## src/sv/adler64_word_checksum_macros.svh

```systemverilog
// ----------------------------------------------------------------------------
// adler64_word_checksum_macros.svh
// Assertion macros used by the checksum top level.
// ----------------------------------------------------------------------------
`ifndef ADLER64_WORD_CHECKSUM_MACROS_SVH
`define ADLER64_WORD_CHECKSUM_MACROS_SVH

// Invariant checked at every clock edge outside reset.
`define ADL64_ASSERT(label, prop, msg) \
	label: assert property (@(posedge clk) disable iff (!arst_n) (prop)) \
		else $error(msg);

// Antecedent in one cycle implies consequent in the next.
`define ADL64_ASSERT_NEXT(label, ante, cons, msg) \
	label: assert property (@(posedge clk) disable iff (!arst_n) \
		(ante) |=> (cons)) else $error(msg);

`endif

```

## src/sv/adl64_pkg.sv

```systemverilog
// ----------------------------------------------------------------------------
// adl64_pkg
// Widths, moduli and types of the 64-bit word checksum.
// ----------------------------------------------------------------------------
package adl64_pkg;

	localparam int WORD_W = 32;
	localparam int SEED_W = 64;
	localparam int LOW_W  = 33;
	localparam int HIGH_W = 31;

	// Low sum modulus, just below 1.5 * 2^32
	localparam logic [LOW_W-1:0]  LOW_MOD  = 33'd6442450941;
	// High sum modulus, 2^31 - 1
	localparam logic [HIGH_W-1:0] HIGH_MOD = 31'h7fff_ffff;

	typedef struct packed {
		logic [WORD_W-1:0] word;
		logic              first;
		logic [SEED_W-1:0] seed;
		logic              last;
	} word_item_t;

	typedef struct packed {
		logic [HIGH_W-1:0] high;
		logic [LOW_W-1:0]  low;
	} sums_t;

	// Output register control from the stage that feeds it
	typedef struct packed {
		logic load;
		logic free;
	} out_ctl_t;

endpackage

```

## src/sv/adl64_word_if.sv

```systemverilog
// ----------------------------------------------------------------------------
// adl64_word_if
// Input channel: one data word per transaction with framing and seed.
// ----------------------------------------------------------------------------
interface adl64_word_if;
	import adl64_pkg::*;

	logic              valid;
	logic              ready;
	logic [WORD_W-1:0] word;
	logic              first;
	logic [SEED_W-1:0] seed;
	logic              last;

	modport source (output valid, word, first, seed, last, input ready);
	modport sink   (input valid, word, first, seed, last, output ready);
endinterface

```

## src/sv/adl64_sum_if.sv

```systemverilog
// ----------------------------------------------------------------------------
// adl64_sum_if
// Output channel: one 64-bit checksum per transaction.
// ----------------------------------------------------------------------------
interface adl64_sum_if;
	import adl64_pkg::*;

	logic                     valid;
	logic                     ready;
	logic [HIGH_W+LOW_W-1:0]  checksum;

	modport source (output valid, checksum, input ready);
	modport sink   (input valid, checksum, output ready);
endinterface

```

## src/sv/adl64_sum_update.sv

```systemverilog
// ----------------------------------------------------------------------------
// adl64_sum_update
// Next low and high sums for one word, with optional seed load.
// ----------------------------------------------------------------------------
module adl64_sum_update (
	input  adl64_pkg::word_item_t item,
	input  adl64_pkg::sums_t      cur,
	output adl64_pkg::sums_t      nxt
);
	import adl64_pkg::*;

	logic [LOW_W-1:0]  seed_lo;
	logic [HIGH_W-1:0] seed_hi;
	logic [LOW_W-1:0]  a_base;
	logic [HIGH_W-1:0] b_base;
	logic [LOW_W:0]    a_sum;
	logic [LOW_W:0]    b_sum;
	logic [HIGH_W:0]   b_fold;

	// Seed parts are below twice their modulus: one conditional subtract.
	assign seed_lo = (item.seed[LOW_W-1:0] >= LOW_MOD) ?
		item.seed[LOW_W-1:0] - LOW_MOD : item.seed[LOW_W-1:0];
	assign seed_hi = (item.seed[SEED_W-1:LOW_W] == HIGH_MOD) ?
		'0 : item.seed[SEED_W-1:LOW_W];

	assign a_base = item.first ? seed_lo : cur.low;
	assign b_base = item.first ? seed_hi : cur.high;

	// a + word < 2 * LOW_MOD
	assign a_sum   = {1'b0, a_base} + {{(LOW_W+1-WORD_W){1'b0}}, item.word};
	assign nxt.low = (a_sum >= {1'b0, LOW_MOD}) ?
		LOW_W'(a_sum - {1'b0, LOW_MOD}) : a_sum[LOW_W-1:0];

	// b + a < 2^33; fold at bit 31 since 2^31 = 1 mod HIGH_MOD
	assign b_sum  = {{(LOW_W+1-HIGH_W){1'b0}}, b_base} + {1'b0, nxt.low};
	assign b_fold = {1'b0, b_sum[HIGH_W-1:0]}
		+ {{(2*HIGH_W-LOW_W){1'b0}}, b_sum[LOW_W:HIGH_W]};
	assign nxt.high = (b_fold >= {1'b0, HIGH_MOD}) ?
		HIGH_W'(b_fold - {1'b0, HIGH_MOD}) : b_fold[HIGH_W-1:0];
endmodule

```

## src/sv/adl64_out_reg.sv

```systemverilog
// ----------------------------------------------------------------------------
// adl64_out_reg
// Result register on the checksum channel; frees itself as it drains.
// ----------------------------------------------------------------------------
module adl64_out_reg (
	input  logic                  clk,
	input  logic                  arst_n,
	input  logic                  load,
	input  adl64_pkg::sums_t      sums,
	output logic                  free,
	adl64_sum_if.source           sum_out
);
	import adl64_pkg::*;

	logic                    valid_q;
	logic [HIGH_W+LOW_W-1:0] checksum_q;

	assign free = !valid_q || sum_out.ready;

	always_ff @(posedge clk or negedge arst_n) begin
		if (!arst_n) begin
			valid_q <= 1'b0;
		end else if (free) begin
			valid_q <= load;
		end
	end

	always_ff @(posedge clk) begin
		if (load && free) begin
			checksum_q <= {sums.high, sums.low};
		end
	end

	assign sum_out.valid    = valid_q;
	assign sum_out.checksum = checksum_q;
endmodule

```

## src/sv/adler64_word_checksum.sv

```systemverilog
// ----------------------------------------------------------------------------
// adler64_word_checksum
// Adler-style 64-bit checksum over a stream of 32-bit words.
// ----------------------------------------------------------------------------
// Usage:
//   words carries one 32-bit word per transaction (first byte in bits 31:24).
//   first loads seed before the word is added: seed[32:0] to the low sum,
//   seed[63:33] to the high sum, each reduced by its modulus. last closes
//   the block and yields one transaction on sums: checksum = {high, low}.
//   A word after last without first keeps chaining from the emitted sums.
// Timing:
//   A word is registered in the input stage at acceptance. When it retires,
//   it is folded into the sums; a last word's checksum loads into the output
//   register on that same edge and drives sums.valid. One word per cycle while
//   no last word waits on that register; the sum update loop sets the rate.
// Reset:
//   arst_n clears both sums to zero and empties both registers.
// Stalls:
//   Plain words keep flowing while a checksum waits in the output register.
//   A word with last holds in the input stage until that register frees,
//   and words.ready drops meanwhile; nothing is dropped or repeated.
// ----------------------------------------------------------------------------
`include "adler64_word_checksum_macros.svh"

module adler64_word_checksum (
	input  logic          clk,
	input  logic          arst_n,
	adl64_word_if.sink    words,
	adl64_sum_if.source   sums
);
	import adl64_pkg::*;

	// Input stage
	logic       valid_s1;
	word_item_t item_s1;

	// Running sums
	logic [LOW_W-1:0]  low_sum_q;
	logic [HIGH_W-1:0] high_sum_q;

	sums_t    cur_sums;
	sums_t    nxt_sums;
	out_ctl_t out_ctl;
	logic     advance;

	// Check terms
	logic     last_stall;
	logic     out_match;

	assign cur_sums.low  = low_sum_q;
	assign cur_sums.high = high_sum_q;

	// Input stage retires when the output register can take its checksum
	// (only needed for a last word).
	assign advance      = valid_s1 && (!item_s1.last || out_ctl.free);
	assign out_ctl.load = advance && item_s1.last;
	assign words.ready  = !valid_s1 || advance;

	always_ff @(posedge clk or negedge arst_n) begin
		if (!arst_n) begin
			valid_s1 <= 1'b0;
		end else if (words.ready) begin
			valid_s1 <= words.valid;
		end
	end

	always_ff @(posedge clk) begin
		if (words.ready && words.valid) begin
			item_s1.word  <= words.word;
			item_s1.first <= words.first;
			item_s1.seed  <= words.seed;
			item_s1.last  <= words.last;
		end
	end

	adl64_sum_update u_update (
		.item (item_s1),
		.cur  (cur_sums),
		.nxt  (nxt_sums)
	);

	always_ff @(posedge clk or negedge arst_n) begin
		if (!arst_n) begin
			low_sum_q  <= '0;
			high_sum_q <= '0;
		end else if (advance) begin
			low_sum_q  <= nxt_sums.low;
			high_sum_q <= nxt_sums.high;
		end
	end

	adl64_out_reg u_out (
		.clk     (clk),
		.arst_n  (arst_n),
		.load    (out_ctl.load),
		.sums    (nxt_sums),
		.free    (out_ctl.free),
		.sum_out (sums)
	);

	assign last_stall = valid_s1 && item_s1.last && sums.valid && !sums.ready;
	assign out_match  = sums.valid && (sums.checksum == cur_sums);

	// Sums stay reduced
	`ADL64_ASSERT(a_low_reduced, low_sum_q < LOW_MOD, "low sum not reduced")
	`ADL64_ASSERT(a_high_reduced, high_sum_q < HIGH_MOD, "high sum not reduced")
	// A last word waits while the result register is stalled
	`ADL64_ASSERT_NEXT(a_last_holds, last_stall, valid_s1 && item_s1.last, "last word lost")
	// Emitted checksum matches the sums it leaves behind
	`ADL64_ASSERT_NEXT(a_result_match, out_ctl.load, out_match, "checksum does not match sums")
endmodule

```

## src/flat_wrapper.sv

```systemverilog
// flat-port wrapper written by rule: the top's interface ports become plain ports
module adler64_word_checksum_flat import adl64_pkg::*;
  (clk, arst_n, words_valid, words_word, words_first, words_seed, words_last, words_ready, sums_valid, sums_checksum, sums_ready);
  adl64_word_if words_i ();
  adl64_sum_if sums_i ();
  input  logic clk;
  input  logic arst_n;
  input wire logic [$bits(words_i.valid)-1:0] words_valid;
  input wire logic [$bits(words_i.word)-1:0] words_word;
  input wire logic [$bits(words_i.first)-1:0] words_first;
  input wire logic [$bits(words_i.seed)-1:0] words_seed;
  input wire logic [$bits(words_i.last)-1:0] words_last;
  output wire logic [$bits(words_i.ready)-1:0] words_ready;
  output wire logic [$bits(sums_i.valid)-1:0] sums_valid;
  output wire logic [$bits(sums_i.checksum)-1:0] sums_checksum;
  input wire logic [$bits(sums_i.ready)-1:0] sums_ready;
  assign words_i.valid = words_valid;
  assign words_i.word = words_word;
  assign words_i.first = words_first;
  assign words_i.seed = words_seed;
  assign words_i.last = words_last;
  assign words_ready = words_i.ready;
  assign sums_valid = sums_i.valid;
  assign sums_checksum = sums_i.checksum;
  assign sums_i.ready = sums_ready;
  adler64_word_checksum u_core (.clk(clk), .arst_n(arst_n), .words(words_i), .sums(sums_i));
endmodule
```

## config.mk

```make
export PLATFORM = sky130hd
export DESIGN_NAME = adler64_word_checksum_flat
export DESIGN_NICKNAME = d
export VERILOG_FILES = /design/src/sv/adl64_pkg.sv /design/src/sv/adl64_word_if.sv /design/src/sv/adl64_sum_if.sv /design/src/sv/adl64_sum_update.sv /design/src/sv/adl64_out_reg.sv /design/src/sv/adler64_word_checksum.sv /design/src/flat_wrapper.sv
export VERILOG_INCLUDE_DIRS = /design/src /design/src/sv
export SDC_FILE = /design/constraint.sdc
export NUM_CORES = 1
export LEC_CHECK = 0
export ABC_AREA = 1
export BUFFER_PORTS_ARGS = -buffer_cell sky130_fd_sc_hd__buf_2
export CAP_MARGIN = 30
export CORE_MARGIN = 2
export CORE_UTILIZATION = 50
export DETAILED_ROUTE_END_ITERATION = 10
export PLACE_DENSITY = 0.8
export SYNTH_ARGS = -nofsm -noshare
export SYNTH_HDL_FRONTEND = slang
export SYNTH_SLANG_ARGS = --single-unit
```

## constraint.sdc

```tcl
create_clock -name clk -period 15.2 [get_ports clk]
set_input_delay 3.04 -clock clk [delete_from_list [all_inputs] [get_ports clk]]
set_output_delay 3.04 -clock clk [all_outputs]
set_load 0.1 [all_outputs]
```

After elaboration in Yosys (flattened, before gate mapping)
Cells that the tools add are included.
{"block": "word_totals", "ramBits": 0, "input_bits": 102, "rom_bits": 0, "elab_cells": 35, "latch_bits": 0, "memories": 0, "register_bits": 228}
{"block": "op_classes", "n_reduce_logical": 10, "bitwise": 0, "add_sub_neg": 6, "eq_ne": 1, "order_cmp": 3, "mul": 0, "shift": 0, "div_mod_pow": 0, "muxes": 6}
{"cell": "$mux 33", "count": 3}
{"cell": "$mux 31", "count": 3}
{"cell": "$sub 33x33->33 const B", "count": 2}
{"cell": "$add 31x33->34", "count": 1}
{"cell": "$add 33x32->34", "count": 1}
{"cell": "$ge 34x33->1 const B", "count": 1}
{"cell": "$ge 33x33->1 const B", "count": 1}
{"cell": "$add 31x3->32", "count": 1}
{"cell": "$ge 32x31->1 const B", "count": 1}
{"cell": "$eq 31x31->1 const B", "count": 1}
{"cell": "$sub 31x31->31 const B", "count": 1}
{"cell": "$logic_and 1x1->1", "count": 4}
{"cell": "$logic_not 1->1", "count": 3}
{"cell": "$logic_or 1x1->1", "count": 3}

Depth between registers and ports, before layout
{"block": "logic_depth", "depth_word": 10, "mapped_depth": 76, "mapped_depth_nobuf": 74}

Modules after synthesis
From an unflattened synthesis, not the netlist that was laid out.
{"block": "unflattened", "hier_cells": 2373, "hier_area_um2": 16821.1}
{"module": "adl64_sum_update", "n_inst": 1, "area_per_inst_um2": 9322.7, "seq_area_each_um2": 0.0, "cells_per_inst": 1919}
{"module": "adler64_word_checksum", "n_inst": 1, "area_per_inst_um2": 5531.6, "seq_area_each_um2": 4569.4, "cells_per_inst": 384}
{"module": "adl64_out_reg", "n_inst": 1, "area_per_inst_um2": 1966.9, "seq_area_each_um2": 1946.9, "cells_per_inst": 70}

Least setup slack after synthesis
Ideal clock, no wire load.
{"block": "synth_path", "path_kind": "register to register", "from": "register u_core.item_s1[23] (netlist bit)", "to": "register u_core.u_out.checksum_q[52], in the netlist u_core.u_out.sum_out.checksum[52] (data pin)", "path_buffers": 3, "stages_incl_launch_ff": 67, "synth_period_minus_slack_ps": 8912, "t_required_ps": 14945, "path_slack_ps": 6288, "setup_time_ps": 255, "arrival_time_ps": 8658, "cell_sequence": "edfxtp_1 inv_1 nor3_1 nand3_1 nor2_1 a21boi_0 nand3_1 clkbuf_1 nand2_1 nor2_1 inv_1 nor4_1 nand2_1 xor2_1 o21ai_0 ha_1 nand2_1 inv_1 [31 not listed] or2_2 nand2_1 nand3_1 nor2_1 nand2_2 nor2_2 nand2_2 nor2_4 nand3_2 o21ai_1 nand2_1 nor2_2 nand2_1 nor2_2 nand4_4 a21oi_4 buf_4 nor2_1"}
{"item": "start, declared", "line_no": "adler64_word_checksum.sv:35", "source": "word_item_t item_s1;"}
{"item": "end signal, assigned", "line_no": "adl64_out_reg.sv:30", "source": "checksum_q <= {sums.high, sums.low};"}
{"item": "end, declared", "line_no": "adl64_out_reg.sv:16", "source": "logic [HIGH_W+LOW_W-1:0] checksum_q;"}

==> metrics.txt <==
clk_lat worst skew=0.57 ns; Max-Cap Viols=0; Post-Place Cells=2,990; crit path DAT=12.19 ns; Reg clk slew, reported paths=0.06 ns; RSZ-0062 raised after global routing=false; Clock Sinks=228; Fin. Hold Viols=0; DRT Wirelength=61.2 mm; CTS tree=done; drt pass-1 iters=6; # hold bufs at CTS=0; Syn Inst Count=2,408; CP required=15.50 ns; Slew @ Worst Pin=0.927 ns; Core Footprint=0.0336 mm²; P&R area growth vs syn=12.7%; Routed Antenna Nets=0; syn_area_per_cell=7.09 µm²; GR Overflow Total=0; slowest CP cell=buf_4; Initial DRC Count=2,111; via/cell ratio=5.58; # rows=67; Setup TNS=0 ns; Root Driver=clkbuf_16; detailed-route DRC error count=0; Initial Util=50.8%; Mapped Nets=2,584; final setup skew=0.0242 ns; first-pass GRT wire length=91.9 mm; # nets final=2,747; Post-Syn Area=0.0171 mm²; TritonCTS Buffers=26; post-layout min period=11.89 ns; GPL Wtd Cong=0.980; FF+latch count, synth=228; gr usage total=34.2%; Setup CP Type=reg2reg; Slew Limit Headroom=37.5%; Die Y-Extent=189 µm; H-tree levels=1; Filler cells=3,213; vias post-DR=17,000; fin crit share=78.2%; layout cells sized above 1=13.0%; post-synthesis cell type count=52; worst hold path type=reg2reg; CP dominant cell by count=nand2_1; post-DP HPWL=50.4 mm; post_cts resized=0; Clock Path Buffers=3; post-synthesis sequential area ratio=38.2%; Die Width=189 µm; Critical Path Start Type=flop; largest net degree at the start of global routing=88; initial antenna violation count=1; FMAX=84.1 MHz; max-slew violation count=0; Setup crit end kind=flop; setup violators final=0; Die ar.=0.0356 mm²; status=finished clean; YS warnings=0; Boundary Pins=168; post-route insts no fill=3,040; crit path max fanout=62; vias in the first global route=15,400; crit-path max cell delay=0.48 ns; PortBufs=167; WL per Instance=20.1 µm; post-CTS repair timing setup buffer count=0
[critical path: cells and delay by family (launching register included)]
| family | cells | cell delay, ns |
|---|---|---|
| flops | 1 | 0.38 |
| buf+inv | 4 | 0.76 |
| fa+ha+maj | 3 | 1.32 |
| compound gates | 4 | 1.09 |
| simple gates | 49 | 7.67 |
| xor+xnor | 1 | 0.34 |
[placed cells by master (no fill, tap or decap), types with 6 or more instances in the layout]
master and instances:
and2_1 6, buf_4 9, nand2_2 20, clkinv_2 7, clkbuf_16 27, nor2_4 6, inv_2 31, nand3_2 19
xnor2_1 20, o21ai_0 124, nand4_1 65, ha_1 71, nor2_1 235, inv_1 316, nand2_1 799, nor3_1 29
nand3_1 152, nor4_1 9, o21bai_1 6, o21ai_1 28, nor2_2 21, nand2_4 6, buf_2 167, nand3b_1 8
edfxtp_1 162, dfrtp_1 66, a21oi_1 59, a31oi_1 6, xor2_1 60
[synthesized netlist by cell type (all sizes together)]
master	number	area share, %
a21boi	4	0.18
o21bai	6	0.26
o31ai	1	0.044
edfxtp	162	28
and3	4	0.15
nand4	67	2.6
nand3b	8	0.35
nor3	30	0.91
nor2b	1	0.037
o21ai	154	4.6
ha	71	5.2
nor4	9	0.33
fa	3	0.35
clkbuf	28	0.62
dfrtp	66	9.7
o22ai	4	0.15
nand2	825	19
and2	6	0.22
nand2b	1	0.037
xor2	61	3.2
nor3b	1	0.044
buf	14	0.50
o21a	3	0.13
or2	2	0.073
a21o	3	0.13
inv	348	7.7
a31oi	6	0.22
xnor2	20	1.0
o211ai	2	0.088
a21oi	62	1.9
nor2	263	6.4
nand3	173	5.8
[layout make-up]
class	instances	area [µm²]	area share, %
sequential	228	6520	33.9
clock buffer	33	718	3.73
inverter	348	1310	6.79
timing repair buffer	177	931	4.84
antenna	1	2.50	0.0130
tap	448	561	2.91
clock inverter	15	143	0.741
multi-input combinational	1790	9060	47.1
[state kept, by name, summed over array words and instances, names as in the netlist]
signal and cells:
u_core.high_sum_q 31, u_core.valid_s1 1, u_core.item_s1 98, u_core.u_out.sum_out.checksum 64, u_core.low_sum_q 33, u_core.u_out.sum_out.valid 1
[path summary, 6_finish.rpt]
| path | startpoint | end | slack (ns) | cells after the start |
|---|---|---|---|---|
| worst min register to register | u_core.low_sum_q[24] | u_core.low_sum_q[24] | 0.48 | 2 |
| worst max register to register | u_core.item_s1[21] | u_core.u_out.sum_out.checksum[62] | 3.31 | 61 |
| min in group asynchronous | arst_n | u_core.high_sum_q[24] | 2.36 | 2 |
| max in group asynchronous | arst_n | u_core.low_sum_q[32] | 12.26 | 3 |
| worst max-delay path | u_core.item_s1[21] | u_core.u_out.sum_out.checksum[62] | 3.31 | 61 |
| worst min-delay path | u_core.low_sum_q[24] | u_core.low_sum_q[24] | 0.48 | 2 |
[layer usage]
layer,vias up,GRT usage (%),share of wire (%)
li1,8101,-,-
met1,7830,54.1,47
met2,949,46.5,39
met3,85,8.42,12
met4,0,7.39,1.9
met5,-,0,0
[metrics by stage]
step	util (%)	hold WS (ns)	worst slack (ns)	instance area, µm²
after floorplan	-	0.449	6.29	17100
after global placement	54.6	0.464	3.70	18400
after detailed placement	54.6	0.467	3.71	18400
after CTS	57.2	0.483	3.67	19200
after global routing	57.2	0.505	2.16	19200
final	57.2	0.485	3.31	19200
[cell families (layout without fill, tap and decap cells)]
logic type      Yosys count  count (layout)  synth area share, %
compound gates          245             245                 7.69
xor+xnor                 81              81                 4.20
fa+ha+maj                74              74                 5.55
buf+inv                 390             573                 8.76
flops                   228             228                 38.2
other cells               0               1                    0
simple gates           1390            1390                 35.6
Power is not shown: default switching activity piles up to over one toggle a cycle in this logic, so the estimate is an artifact.
